--- src/design/dhcpp_pkg.sv ---
// ----------------------------------------------------------------------------
// dhcpp_pkg
// Types, option codes and constants shared by the DHCP option parser.
// ----------------------------------------------------------------------------
`default_nettype none

package dhcpp_pkg;

	typedef enum logic [1:0] {
		KIND_CLEAR  = 2'd0,
		KIND_BYTE   = 2'd1,
		KIND_PRESET = 2'd2,
		KIND_UNUSED = 2'd3
	} kind_t;

	typedef enum logic [1:0] {
		PH_CODE  = 2'd0,
		PH_LEN   = 2'd1,
		PH_VALUE = 2'd2
	} phase_t;

	typedef enum logic [1:0] {
		STATUS_OK         = 2'd0,
		STATUS_MALFORMED  = 2'd1,
		STATUS_ZERO_LEASE = 2'd2,
		STATUS_NO_TYPE    = 2'd3
	} status_t;

	localparam logic [7:0] OPT_PAD     = 8'd0;
	localparam logic [7:0] OPT_SUBNET  = 8'd1;
	localparam logic [7:0] OPT_ROUTER  = 8'd3;
	localparam logic [7:0] OPT_DNS     = 8'd6;
	localparam logic [7:0] OPT_TTL     = 8'd23;
	localparam logic [7:0] OPT_LEASE   = 8'd51;
	localparam logic [7:0] OPT_MSGTYPE = 8'd53;
	localparam logic [7:0] OPT_SERVER  = 8'd54;
	localparam logic [7:0] OPT_RENEW   = 8'd58;
	localparam logic [7:0] OPT_REBIND  = 8'd59;
	localparam logic [7:0] OPT_END     = 8'd255;

	localparam logic [7:0]  TYPE_ACK       = 8'd5;
	localparam logic [31:0] INFINITE_LEASE = 32'hFFFF_FFFF;
	localparam logic [7:0]  TTL_RESET      = 8'd64;

	// value byte positions that complete the first and second 32-bit word
	localparam logic [7:0] IDX_WORD0 = 8'd3;
	localparam logic [7:0] IDX_WORD1 = 8'd7;

	localparam int N_ADDR   = 6;
	localparam int A_SUBNET = 0;
	localparam int A_GW     = 1;
	localparam int A_ALTGW  = 2;
	localparam int A_DNS    = 3;
	localparam int A_ALTDNS = 4;
	localparam int A_SERVER = 5;

	localparam int N_TIME   = 3;
	localparam int T_LEASE  = 0;
	localparam int T_RENEW  = 1;
	localparam int T_REBIND = 2;

	typedef struct packed {
		logic [31:0] renew;
		logic [31:0] rebind;
		status_t     status;
	} fin_t;

endpackage

`default_nettype wire

--- src/design/dhcpp_if.sv ---
// ----------------------------------------------------------------------------
// dhcpp_if
// Valid/ready channels of the DHCP option parser: option requests in,
// packet summaries out.
// ----------------------------------------------------------------------------
`default_nettype none

interface dhcpp_opt_if;
	logic        valid;
	logic        ready;
	logic [1:0]  kind;
	logic [7:0]  option_byte;
	logic [31:0] preset_address;

	modport source (output valid, kind, option_byte, preset_address, input ready);
	modport sink   (input valid, kind, option_byte, preset_address, output ready);
endinterface

interface dhcpp_res_if;
	logic        valid;
	logic        ready;
	logic [7:0]  dhcp_type;
	logic [31:0] net_mask;
	logic [31:0] gateway;
	logic [31:0] alt_gateway;
	logic [31:0] dns_server;
	logic [31:0] alt_dns_server;
	logic [31:0] server_id;
	logic [7:0]  ip_ttl;
	logic [31:0] lease_seconds;
	logic [31:0] renew_seconds;
	logic [31:0] rebind_seconds;
	logic [1:0]  status;

	modport source (output valid, dhcp_type, net_mask, gateway, alt_gateway,
		dns_server, alt_dns_server, server_id, ip_ttl, lease_seconds,
		renew_seconds, rebind_seconds, status, input ready);
	modport sink (input valid, dhcp_type, net_mask, gateway, alt_gateway,
		dns_server, alt_dns_server, server_id, ip_ttl, lease_seconds,
		renew_seconds, rebind_seconds, status, output ready);
endinterface

`default_nettype wire

--- src/design/dhcpp_finish.sv ---
// ----------------------------------------------------------------------------
// dhcpp_finish
// End-of-options summary: status code and T1/T2 defaults for an ACK.
// ----------------------------------------------------------------------------
`default_nettype none

module dhcpp_finish
	import dhcpp_pkg::*;
(
	input  wire logic [7:0]  msg_type,
	input  wire logic        malformed,
	input  wire logic [31:0] lease,
	input  wire logic [31:0] renew,
	input  wire logic [31:0] rebind,
	output fin_t             fin
);

	logic        is_ack;
	logic        dflt;
	logic [31:0] half;
	logic [31:0] seven_eighths;

	assign is_ack = (msg_type == TYPE_ACK);
	assign dflt   = !malformed && is_ack && (lease != '0) && (lease != INFINITE_LEASE);
	assign half   = {1'b0, lease[31:1]};
	// floor(7L/8) = L - ceil(L/8)
	assign seven_eighths = lease - {3'b000, lease[31:3]} - {31'd0, |lease[2:0]};

	always_comb begin
		fin.renew  = (dflt && renew == '0) ? half : renew;
		fin.rebind = (dflt && rebind == '0) ? seven_eighths : rebind;
		if (malformed) begin
			fin.status = STATUS_MALFORMED;
		end else if (msg_type == '0) begin
			fin.status = STATUS_NO_TYPE;
		end else if (is_ack && lease == '0) begin
			fin.status = STATUS_ZERO_LEASE;
		end else begin
			fin.status = STATUS_OK;
		end
	end

endmodule

`default_nettype wire

--- src/design/dhcp_option_parser.sv ---
// ----------------------------------------------------------------------------
// dhcp_option_parser
// Walks DHCP option records byte by byte and reports learned values at END.
// ----------------------------------------------------------------------------
// Usage:
//   opt    - request channel: kind selects clear, option byte or preset server
//            address. Every accepted request but the unused kind updates state.
//   result - one summary per END code (255 seen where a code is expected).
//   cfg_we/cfg_wdata - bound_mode; write only while the block is idle.
// Timing:
//   Requests are registered on acceptance and processed from the input register;
//   an END byte there loads the summary into the output register, where result
//   can accept it.
//   One request per cycle is sustained while no END waits on an unread summary;
//   the single state update per byte sets that figure.
// Stall:
//   The summary sits in an output register. Requests keep flowing while it
//   waits; only an END request behind an unread summary holds the input
//   register, which then drops opt.ready.
// Reset:
//   arst_n clears the parse state, all learned values, the TTL to 64,
//   bound_mode and both valid flags.
// ----------------------------------------------------------------------------
`default_nettype none

module dhcp_option_parser
	import dhcpp_pkg::*;
(
	input  wire logic       clk,
	input  wire logic       arst_n,
	input  wire logic       cfg_we,
	input  wire logic       cfg_wdata,
	dhcpp_opt_if.sink       opt,
	dhcpp_res_if.source     result
);

	// input register
	logic        s1_valid;
	kind_t       s1_kind;
	logic [7:0]  s1_byte;
	logic [31:0] s1_addr;

	// parse and learned state
	logic        bound_q;
	phase_t      phase_q,  phase_d;
	logic [7:0]  code_q,   code_d;
	logic [7:0]  left_q,   left_d;
	logic [7:0]  idx_q,    idx_d;
	logic [31:0] shift_q,  shift_d;
	logic [31:0] addr_q  [N_ADDR];
	logic [31:0] addr_d  [N_ADDR];
	logic [31:0] times_q [N_TIME];
	logic [31:0] times_d [N_TIME];
	logic [7:0]  ttl_q,    ttl_d;
	logic [7:0]  type_q,   type_d;
	logic        malf_q,   malf_d;

	logic        s1_end;
	logic        s1_adv;
	logic        out_free;
	logic        fin_load;
	logic [31:0] acc;
	logic        word0;
	logic        word1;
	fin_t        fin;

	logic        out_valid_q;

	assign s1_end   = s1_valid && s1_kind == KIND_BYTE && phase_q == PH_CODE
		&& s1_byte == OPT_END;
	assign out_free = !out_valid_q || result.ready;
	assign s1_adv   = s1_valid && (!s1_end || out_free);
	assign opt.ready = !s1_valid || s1_adv;

	always_ff @(posedge clk or negedge arst_n) begin
		if (!arst_n) begin
			s1_valid <= 1'b0;
		end else if (opt.ready) begin
			s1_valid <= opt.valid;
		end
	end

	always_ff @(posedge clk) begin
		if (opt.ready && opt.valid) begin
			s1_kind <= kind_t'(opt.kind);
			s1_byte <= opt.option_byte;
			s1_addr <= opt.preset_address;
		end
	end

	always_ff @(posedge clk or negedge arst_n) begin
		if (!arst_n) begin
			bound_q <= 1'b0;
		end else if (cfg_we) begin
			bound_q <= cfg_wdata;
		end
	end

	dhcpp_finish u_finish (
		.msg_type  (type_q),
		.malformed (malf_q),
		.lease     (times_q[T_LEASE]),
		.renew     (times_q[T_RENEW]),
		.rebind    (times_q[T_REBIND]),
		.fin       (fin)
	);

	assign acc   = {shift_q[23:0], s1_byte};
	assign word0 = (idx_q == IDX_WORD0);
	assign word1 = (idx_q == IDX_WORD1);

	always_comb begin
		phase_d  = phase_q;
		code_d   = code_q;
		left_d   = left_q;
		idx_d    = idx_q;
		shift_d  = shift_q;
		addr_d   = addr_q;
		times_d  = times_q;
		ttl_d    = ttl_q;
		type_d   = type_q;
		malf_d   = malf_q;
		fin_load = 1'b0;
		if (s1_adv) begin
			case (s1_kind)
				KIND_CLEAR: begin
					phase_d = PH_CODE;
					code_d  = '0;
					left_d  = '0;
					idx_d   = '0;
					shift_d = '0;
					for (int i = 0; i < N_ADDR; i++) addr_d[i] = '0;
					for (int i = 0; i < N_TIME; i++) times_d[i] = '0;
					ttl_d  = TTL_RESET;
					type_d = '0;
					malf_d = 1'b0;
				end
				KIND_PRESET: begin
					addr_d[A_SERVER] = s1_addr;
				end
				KIND_BYTE: begin
					case (phase_q)
						PH_CODE: begin
							if (s1_byte == OPT_END) begin
								fin_load          = 1'b1;
								times_d[T_RENEW]  = fin.renew;
								times_d[T_REBIND] = fin.rebind;
								type_d  = '0;
								malf_d  = 1'b0;
								code_d  = '0;
								left_d  = '0;
								idx_d   = '0;
								shift_d = '0;
							end else if (s1_byte != OPT_PAD) begin
								code_d  = s1_byte;
								phase_d = PH_LEN;
							end
						end
						PH_LEN: begin
							left_d  = s1_byte;
							idx_d   = '0;
							shift_d = '0;
							if ((code_q == OPT_ROUTER || code_q == OPT_DNS)
									&& s1_byte[1:0] != 2'b00) begin
								malf_d = 1'b1;
							end
							phase_d = (s1_byte == '0) ? PH_CODE : PH_VALUE;
						end
						PH_VALUE: begin
							if (left_q != '0) begin
								shift_d = acc;
								if (!malf_q) begin
									case (code_q)
										OPT_SUBNET: if (word0) addr_d[A_SUBNET] = acc;
										OPT_SERVER: begin
											if (word0 && addr_q[A_SERVER] == '0) begin
												addr_d[A_SERVER] = acc;
											end
										end
										OPT_ROUTER: begin
											if (word0) addr_d[A_GW] = acc;
											if (word1) addr_d[A_ALTGW] = acc;
										end
										OPT_DNS: begin
											if (word0) addr_d[A_DNS] = acc;
											if (word1) addr_d[A_ALTDNS] = acc;
										end
										OPT_TTL: if (idx_q == '0) ttl_d = s1_byte;
										OPT_MSGTYPE: begin
											if (idx_q == '0 && type_q == '0) type_d = s1_byte;
										end
										OPT_LEASE: if (word0 && !bound_q) times_d[T_LEASE] = acc;
										OPT_RENEW: if (word0 && !bound_q) times_d[T_RENEW] = acc;
										OPT_REBIND: begin
											if (word0 && !bound_q) times_d[T_REBIND] = acc;
										end
										default: ;
									endcase
								end
								idx_d  = idx_q + 8'd1;
								left_d = left_q - 8'd1;
								if (left_q == 8'd1) phase_d = PH_CODE;
							end else begin
								phase_d = PH_CODE;
								code_d  = '0;
								left_d  = '0;
								idx_d   = '0;
								shift_d = '0;
							end
						end
						default: begin
							phase_d = PH_CODE;
							code_d  = '0;
							left_d  = '0;
							idx_d   = '0;
							shift_d = '0;
						end
					endcase
				end
				default: ;
			endcase
		end
	end

	always_ff @(posedge clk or negedge arst_n) begin
		if (!arst_n) begin
			phase_q <= PH_CODE;
			code_q  <= '0;
			left_q  <= '0;
			idx_q   <= '0;
			shift_q <= '0;
			for (int i = 0; i < N_ADDR; i++) addr_q[i] <= '0;
			for (int i = 0; i < N_TIME; i++) times_q[i] <= '0;
			ttl_q   <= TTL_RESET;
			type_q  <= '0;
			malf_q  <= 1'b0;
		end else begin
			phase_q <= phase_d;
			code_q  <= code_d;
			left_q  <= left_d;
			idx_q   <= idx_d;
			shift_q <= shift_d;
			addr_q  <= addr_d;
			times_q <= times_d;
			ttl_q   <= ttl_d;
			type_q  <= type_d;
			malf_q  <= malf_d;
		end
	end

	// result register
	always_ff @(posedge clk or negedge arst_n) begin
		if (!arst_n) begin
			out_valid_q <= 1'b0;
		end else if (fin_load) begin
			out_valid_q <= 1'b1;
		end else if (result.ready) begin
			out_valid_q <= 1'b0;
		end
	end

	always_ff @(posedge clk) begin
		if (fin_load) begin
			result.dhcp_type      <= type_q;
			result.net_mask       <= addr_q[A_SUBNET];
			result.gateway        <= addr_q[A_GW];
			result.alt_gateway    <= addr_q[A_ALTGW];
			result.dns_server     <= addr_q[A_DNS];
			result.alt_dns_server <= addr_q[A_ALTDNS];
			result.server_id      <= addr_q[A_SERVER];
			result.ip_ttl         <= ttl_q;
			result.lease_seconds  <= times_q[T_LEASE];
			result.renew_seconds  <= fin.renew;
			result.rebind_seconds <= fin.rebind;
			result.status         <= fin.status;
		end
	end

	assign result.valid = out_valid_q;

	a_load_on_end: assert property (@(posedge clk) disable iff (!arst_n)
		fin_load |-> s1_end && out_free)
		else $error("summary loaded without an END request");

	a_value_has_bytes: assert property (@(posedge clk) disable iff (!arst_n)
		phase_q == PH_VALUE |-> left_q != '0)
		else $error("value phase with no bytes left");

	a_malformed_from_len: assert property (@(posedge clk) disable iff (!arst_n)
		$rose(malf_q) |-> $past(phase_q == PH_LEN))
		else $error("malformed flag set outside a length byte");

	a_clear_ttl: assert property (@(posedge clk) disable iff (!arst_n)
		(s1_adv && s1_kind == KIND_CLEAR) |=> ttl_q == TTL_RESET && times_q[T_LEASE] == '0)
		else $error("clear request did not restore defaults");

	a_stall_only_busy: assert property (@(posedge clk) disable iff (!arst_n)
		!opt.ready |-> s1_valid && s1_end && out_valid_q)
		else $error("input stalled without a blocked END request");

endmodule

`default_nettype wire

--- src/flat_wrapper.sv ---
// flat-port wrapper written by rule: the top's interface ports become plain ports
module dhcp_option_parser_flat import dhcpp_pkg::*;
  (clk, arst_n, cfg_we, cfg_wdata, opt_valid, opt_kind, opt_option_byte, opt_preset_address, opt_ready, result_valid, result_dhcp_type, result_net_mask, result_gateway, result_alt_gateway, result_dns_server, result_alt_dns_server, result_server_id, result_ip_ttl, result_lease_seconds, result_renew_seconds, result_rebind_seconds, result_status, result_ready);
  dhcpp_opt_if opt_i ();
  dhcpp_res_if result_i ();
  input  wire logic clk;
  input  wire logic arst_n;
  input  wire logic cfg_we;
  input  wire logic cfg_wdata;
  input wire logic [$bits(opt_i.valid)-1:0] opt_valid;
  input wire logic [$bits(opt_i.kind)-1:0] opt_kind;
  input wire logic [$bits(opt_i.option_byte)-1:0] opt_option_byte;
  input wire logic [$bits(opt_i.preset_address)-1:0] opt_preset_address;
  output wire logic [$bits(opt_i.ready)-1:0] opt_ready;
  output wire logic [$bits(result_i.valid)-1:0] result_valid;
  output wire logic [$bits(result_i.dhcp_type)-1:0] result_dhcp_type;
  output wire logic [$bits(result_i.net_mask)-1:0] result_net_mask;
  output wire logic [$bits(result_i.gateway)-1:0] result_gateway;
  output wire logic [$bits(result_i.alt_gateway)-1:0] result_alt_gateway;
  output wire logic [$bits(result_i.dns_server)-1:0] result_dns_server;
  output wire logic [$bits(result_i.alt_dns_server)-1:0] result_alt_dns_server;
  output wire logic [$bits(result_i.server_id)-1:0] result_server_id;
  output wire logic [$bits(result_i.ip_ttl)-1:0] result_ip_ttl;
  output wire logic [$bits(result_i.lease_seconds)-1:0] result_lease_seconds;
  output wire logic [$bits(result_i.renew_seconds)-1:0] result_renew_seconds;
  output wire logic [$bits(result_i.rebind_seconds)-1:0] result_rebind_seconds;
  output wire logic [$bits(result_i.status)-1:0] result_status;
  input wire logic [$bits(result_i.ready)-1:0] result_ready;
  assign opt_i.valid = opt_valid;
  assign opt_i.kind = opt_kind;
  assign opt_i.option_byte = opt_option_byte;
  assign opt_i.preset_address = opt_preset_address;
  assign opt_ready = opt_i.ready;
  assign result_valid = result_i.valid;
  assign result_dhcp_type = result_i.dhcp_type;
  assign result_net_mask = result_i.net_mask;
  assign result_gateway = result_i.gateway;
  assign result_alt_gateway = result_i.alt_gateway;
  assign result_dns_server = result_i.dns_server;
  assign result_alt_dns_server = result_i.alt_dns_server;
  assign result_server_id = result_i.server_id;
  assign result_ip_ttl = result_i.ip_ttl;
  assign result_lease_seconds = result_i.lease_seconds;
  assign result_renew_seconds = result_i.renew_seconds;
  assign result_rebind_seconds = result_i.rebind_seconds;
  assign result_status = result_i.status;
  assign result_i.ready = result_ready;
  dhcp_option_parser u_core (.clk(clk), .arst_n(arst_n), .cfg_we(cfg_we), .cfg_wdata(cfg_wdata), .opt(opt_i), .result(result_i));
endmodule
--- config.mk ---
export PLATFORM = sky130hd
export DESIGN_NAME = dhcp_option_parser_flat
export DESIGN_NICKNAME = d
export VERILOG_FILES = /design/src/design/dhcpp_pkg.sv /design/src/design/dhcpp_if.sv /design/src/design/dhcpp_finish.sv /design/src/design/dhcp_option_parser.sv /design/src/flat_wrapper.sv
export SDC_FILE = /design/constraint.sdc
export NUM_CORES = 1
export LEC_CHECK = 0
export BUFFER_PORTS_ARGS = -buffer_cell sky130_fd_sc_hd__buf_2
export CAP_MARGIN = 10
export CORE_ASPECT_RATIO = 0.8
export CORE_MARGIN = 2
export CORE_UTILIZATION = 50
export DETAILED_ROUTE_END_ITERATION = 10
export PLACE_DENSITY = 0.68
export SYNTH_ARGS = -nofsm -noshare
export SYNTH_HDL_FRONTEND = slang
export SYNTH_HIERARCHICAL = 1
export SYNTH_SLANG_ARGS = --single-unit
--- constraint.sdc ---
create_clock -name clk -period 41.2 [get_ports clk]
set_input_delay 4.12 -clock clk [delete_from_list [all_inputs] [get_ports clk]]
set_output_delay 4.12 -clock clk [all_outputs]
set_load 0.01 [all_outputs]
==> impl_results.md <==
- Outcome: complete, no violations
- Synth Register Bits: 706
- Max Root-Sink Buffers: 3
- # DRC: 0
- Max-cap violations: 0
- CP max stage cell: nor2b_1
- Synth top area cells: edfxtp_1 35%, dfrtp_1 30%, o2bb2ai_1 3.2%
- CP Capture Type: primary output
- # H-tree levels: 3
- CP startpoint kind: input pin
- CP required: 37080 ps
- Die ar.: 0.0625 mm2
- Rows: 80
- Peak VDD IR: 0.0000304 V
- Postcts setup bufs: 0
- Die X: 279 um
- Setup CP Type: in2out
- Via count: 20600
- Post-CTS sizing: 0
- Die H: 224 um
- 1st-iter DRT viols: 1791
- P&R area growth vs syn: 16.2%
- PwrDens: 43.4 mW/mm2
- IO Port Bufs: 355
- Period utilization: 21.5%
- Post-DR vias/cell: 6.00
- Share of cells above drive strength 1: 23.0%
- Hold Crit Class: reg2reg
- Leading area contributor after synthesis: edfxtp_1
- CP max stage delay: 250 ps
- Skew-Pair Late Insertion Delay: 620 ps
- Hold Vio Cnt, Final: 0
- Syn_nets: 2387
- Fmax: 0.113 GHz
- Lkg Pwr: 15.0 nW
- RSZ-0062 raised after global routing: no
- Clk_skew: 17.7 ps
- Syn Inst Count: 2269
- RD Place Congestion: 0.927
- WP buf/inv: 2
- Syn. warnings: 6
- CTS Sinks: 706
- Post-synthesis sequential area ratio: 64.2%
- CTS buffer count: 71
- TritonRoute pass-1 iters: 5
- Clock-pin slew on the worst setup and hold paths: 60 ps
- Relative slew slack: 16.6%
- Wire per inst: 24.9 um
- Power Total: 1.53 mW
- Final Setup Violations: 0
- Asr flop ratio synth: 50.7%
- CTS tree: done
- Synth top area share: 34.6%
- Mapped Avg Cell Area: 13.3 um2
- Top_reg_cell synth: dfrtp_1
- Antenna violations before repair: 3
- Worst slew pin tran: 1250 ps
- Period minus WS final: 8870 ps
- Routed WL: 85400 um
- Top cell family by delay on the critical path: simple AND/OR/NAND/NOR gates
- Crit-path cells: buf_2 -> nor2b_1 -> nand4_1 -> buf_2
- Std-Cell Core Area: 0.0598 mm2
- Post-cts hold buffer count: 0
- Filler Cell Count: 4693
- Netlist cell types: 88
- Setup TNS: 0 ps
- CP dominant cell by count: buf_2
- Post-synthesis cell area: 0.0302 mm2
- Grt ovf: 0
- Initial core utilization: 50.6%
- CTS root buf: clkbuf_16
- First-pass GRT wire length: 128000 um
- ANT nets after route: 0
- Crit Path Max Fanout: 2
- Largest net degree at the start of global routing: 160
- WP data arrival: 4750 ps
- Fin nets: 2711
- Overall Global Routing Usage: 27.2%
- Vias in the first global route: 20400
- # IOs: 356
- Final-report max-slew violation count: 0
- Number of synthesized flops with an enable pin: 348
- DP HPWL: 57300 um
-- cell usage in the layout (no fill, tap or decap), types with 8 or more instances in the layout --
cell / n
dfrtp_1: 357
ha_1: 66
nand2_1: 220
mux2_1: 33
o2bb2ai_1: 112
buf_2: 354
edfxtp_1: 348
nand2b_1: 32
nand4_1: 21
and3_1: 14
o211ai_2: 30
a21o_1: 69
o31ai_1: 23
a21oi_1: 26
clkinv_2: 8
nor3b_1: 35
clkbuf_16: 76
nor2_1: 45
inv_1: 114
nor2b_1: 43
clkbuf_1: 15
nor4_1: 35
mux2i_1: 78
a221o_1: 8
xor2_1: 13
mux2_2: 42
a21boi_0: 28
o21ai_0: 40
clkbuf_8: 9
buf_4: 30
nand3_1: 61
a22o_1: 82
nor3_1: 9
xnor2_1: 12
-- kinds of logic (layout without fill, tap and decap cells) --
| group | count (synthesis) | after routing | share of synthesized area [%] |
|---|---|---|---|
| xor gates and xnor gates | 25 | 25 | 0.724 |
| buffers and inverters | 249 | 632 | 3.46 |
| other | 0 | 1 | 0 |
| muxes | 153 | 153 | 5.37 |
| AOI/OAI and AO/OA | 493 | 493 | 13.3 |
| and+or+nand+nor | 573 | 573 | 10.0 |
| DFF | 706 | 706 | 64.2 |
| adders and majority gates | 70 | 70 | 2.95 |
-- path summary, 6_finish.rpt --
check	startpoint	endpoint	slack (ps)	cells past startpoint
hold / removal	u_core/addr_q[130]$_DFFE_PN0P_	u_core/result.gateway[2]$_DFFE_PP_	450	0
min in group asynchronous	arst_n	u_core/addr_q[36]$_DFFE_PN0P_	3490	1
hold reg to reg	u_core/addr_q[130]$_DFFE_PN0P_	u_core/result.gateway[2]$_DFFE_PP_	450	0
setup reg to reg	u_core/times_q[65]$_DFFE_PN0P_	u_core/times_q[28]$_DFFE_PN0P_	36510	18
setup / recovery	result_ready	opt_ready	32330	4
max in group asynchronous	arst_n	u_core/addr_q[186]$_DFFE_PN0P_	35350	3
-- state kept, by name, indices dropped and copies added, names as in the netlist, 24 cells and up --
register and cells:
u_core/shift_q 24, u_core/result.server_id 32, u_core/result.rebind_seconds 32, u_core/result.alt_gateway 32, u_core/result.lease_seconds 32, u_core/s1_addr 32
u_core/result.gateway 32, u_core/result.renew_seconds 32, u_core/times_q 96, u_core/addr_q 192, u_core/result.dns_server 32, u_core/result.alt_dns_server 32
u_core/result.net_mask 32
-- synthesized netlist by cell type, types with 23 or more instances --
cell	n
o21ai_0	40
a21oi_1	26
mux2i_1	78
o2bb2ai_1	112
mux2_1	33
o31ai_1	23
o211ai_2	30
inv_1	114
nand3_1	61
buf_2	42
nand2_1	220
a22o_1	82
nor2_1	46
a21boi_0	28
nor3b_1	36
ha_1	68
clkbuf_1	81
nor2b_1	44
nand2b_1	32
dfrtp_1	357
mux2_2	42
edfxtp_1	348
nor4_1	35
a21o_1	69
-- through the flow --
step	util, %	cells	setup slack, ps	hold slack, ps	area (um2)
after floorplan	-	2269	23420	425	30200
after global placement	54.7	3299	32340	433	32700
after detailed placement	54.7	3299	32350	431	32700
after CTS	58.8	3431	32350	445	35100
after global routing	58.8	3432	32270	450	35100
final	58.8	3432	32330	447	35100
-- layer usage --
metal | share of wire (%) | GRT usage [%]
met5 | 0.015 | 0
met2 | 46 | 41.8
met3 | 7.4 | 5.76
met1 | 43 | 38.4
met4 | 3.5 | 10.1
-- final cells by class --
class | count | area (um2) | share of cell area, %
diodes | 1 | 2.50 | 0.00712
clock buffers | 101 | 2090 | 5.95
clock inverters | 31 | 344 | 0.979
inverters | 114 | 428 | 1.22
multi-input cells | 1314 | 9860 | 28.1
flip-flops and latches | 706 | 19400 | 55.2
well taps | 779 | 975 | 2.77
repair buffers | 386 | 2030 | 5.78
-- power breakdown --
| part | switching [mW] | internal (mW) |
|---|---|---|
| Sequential | 0.0167 | 0.752 |
| Clock | 0.279 | 0.389 |
| Combinational | 0.0588 | 0.0312 |
| Total | 0.354 | 1.17 |
Note: power is estimated with default switching activity, not from simulation.
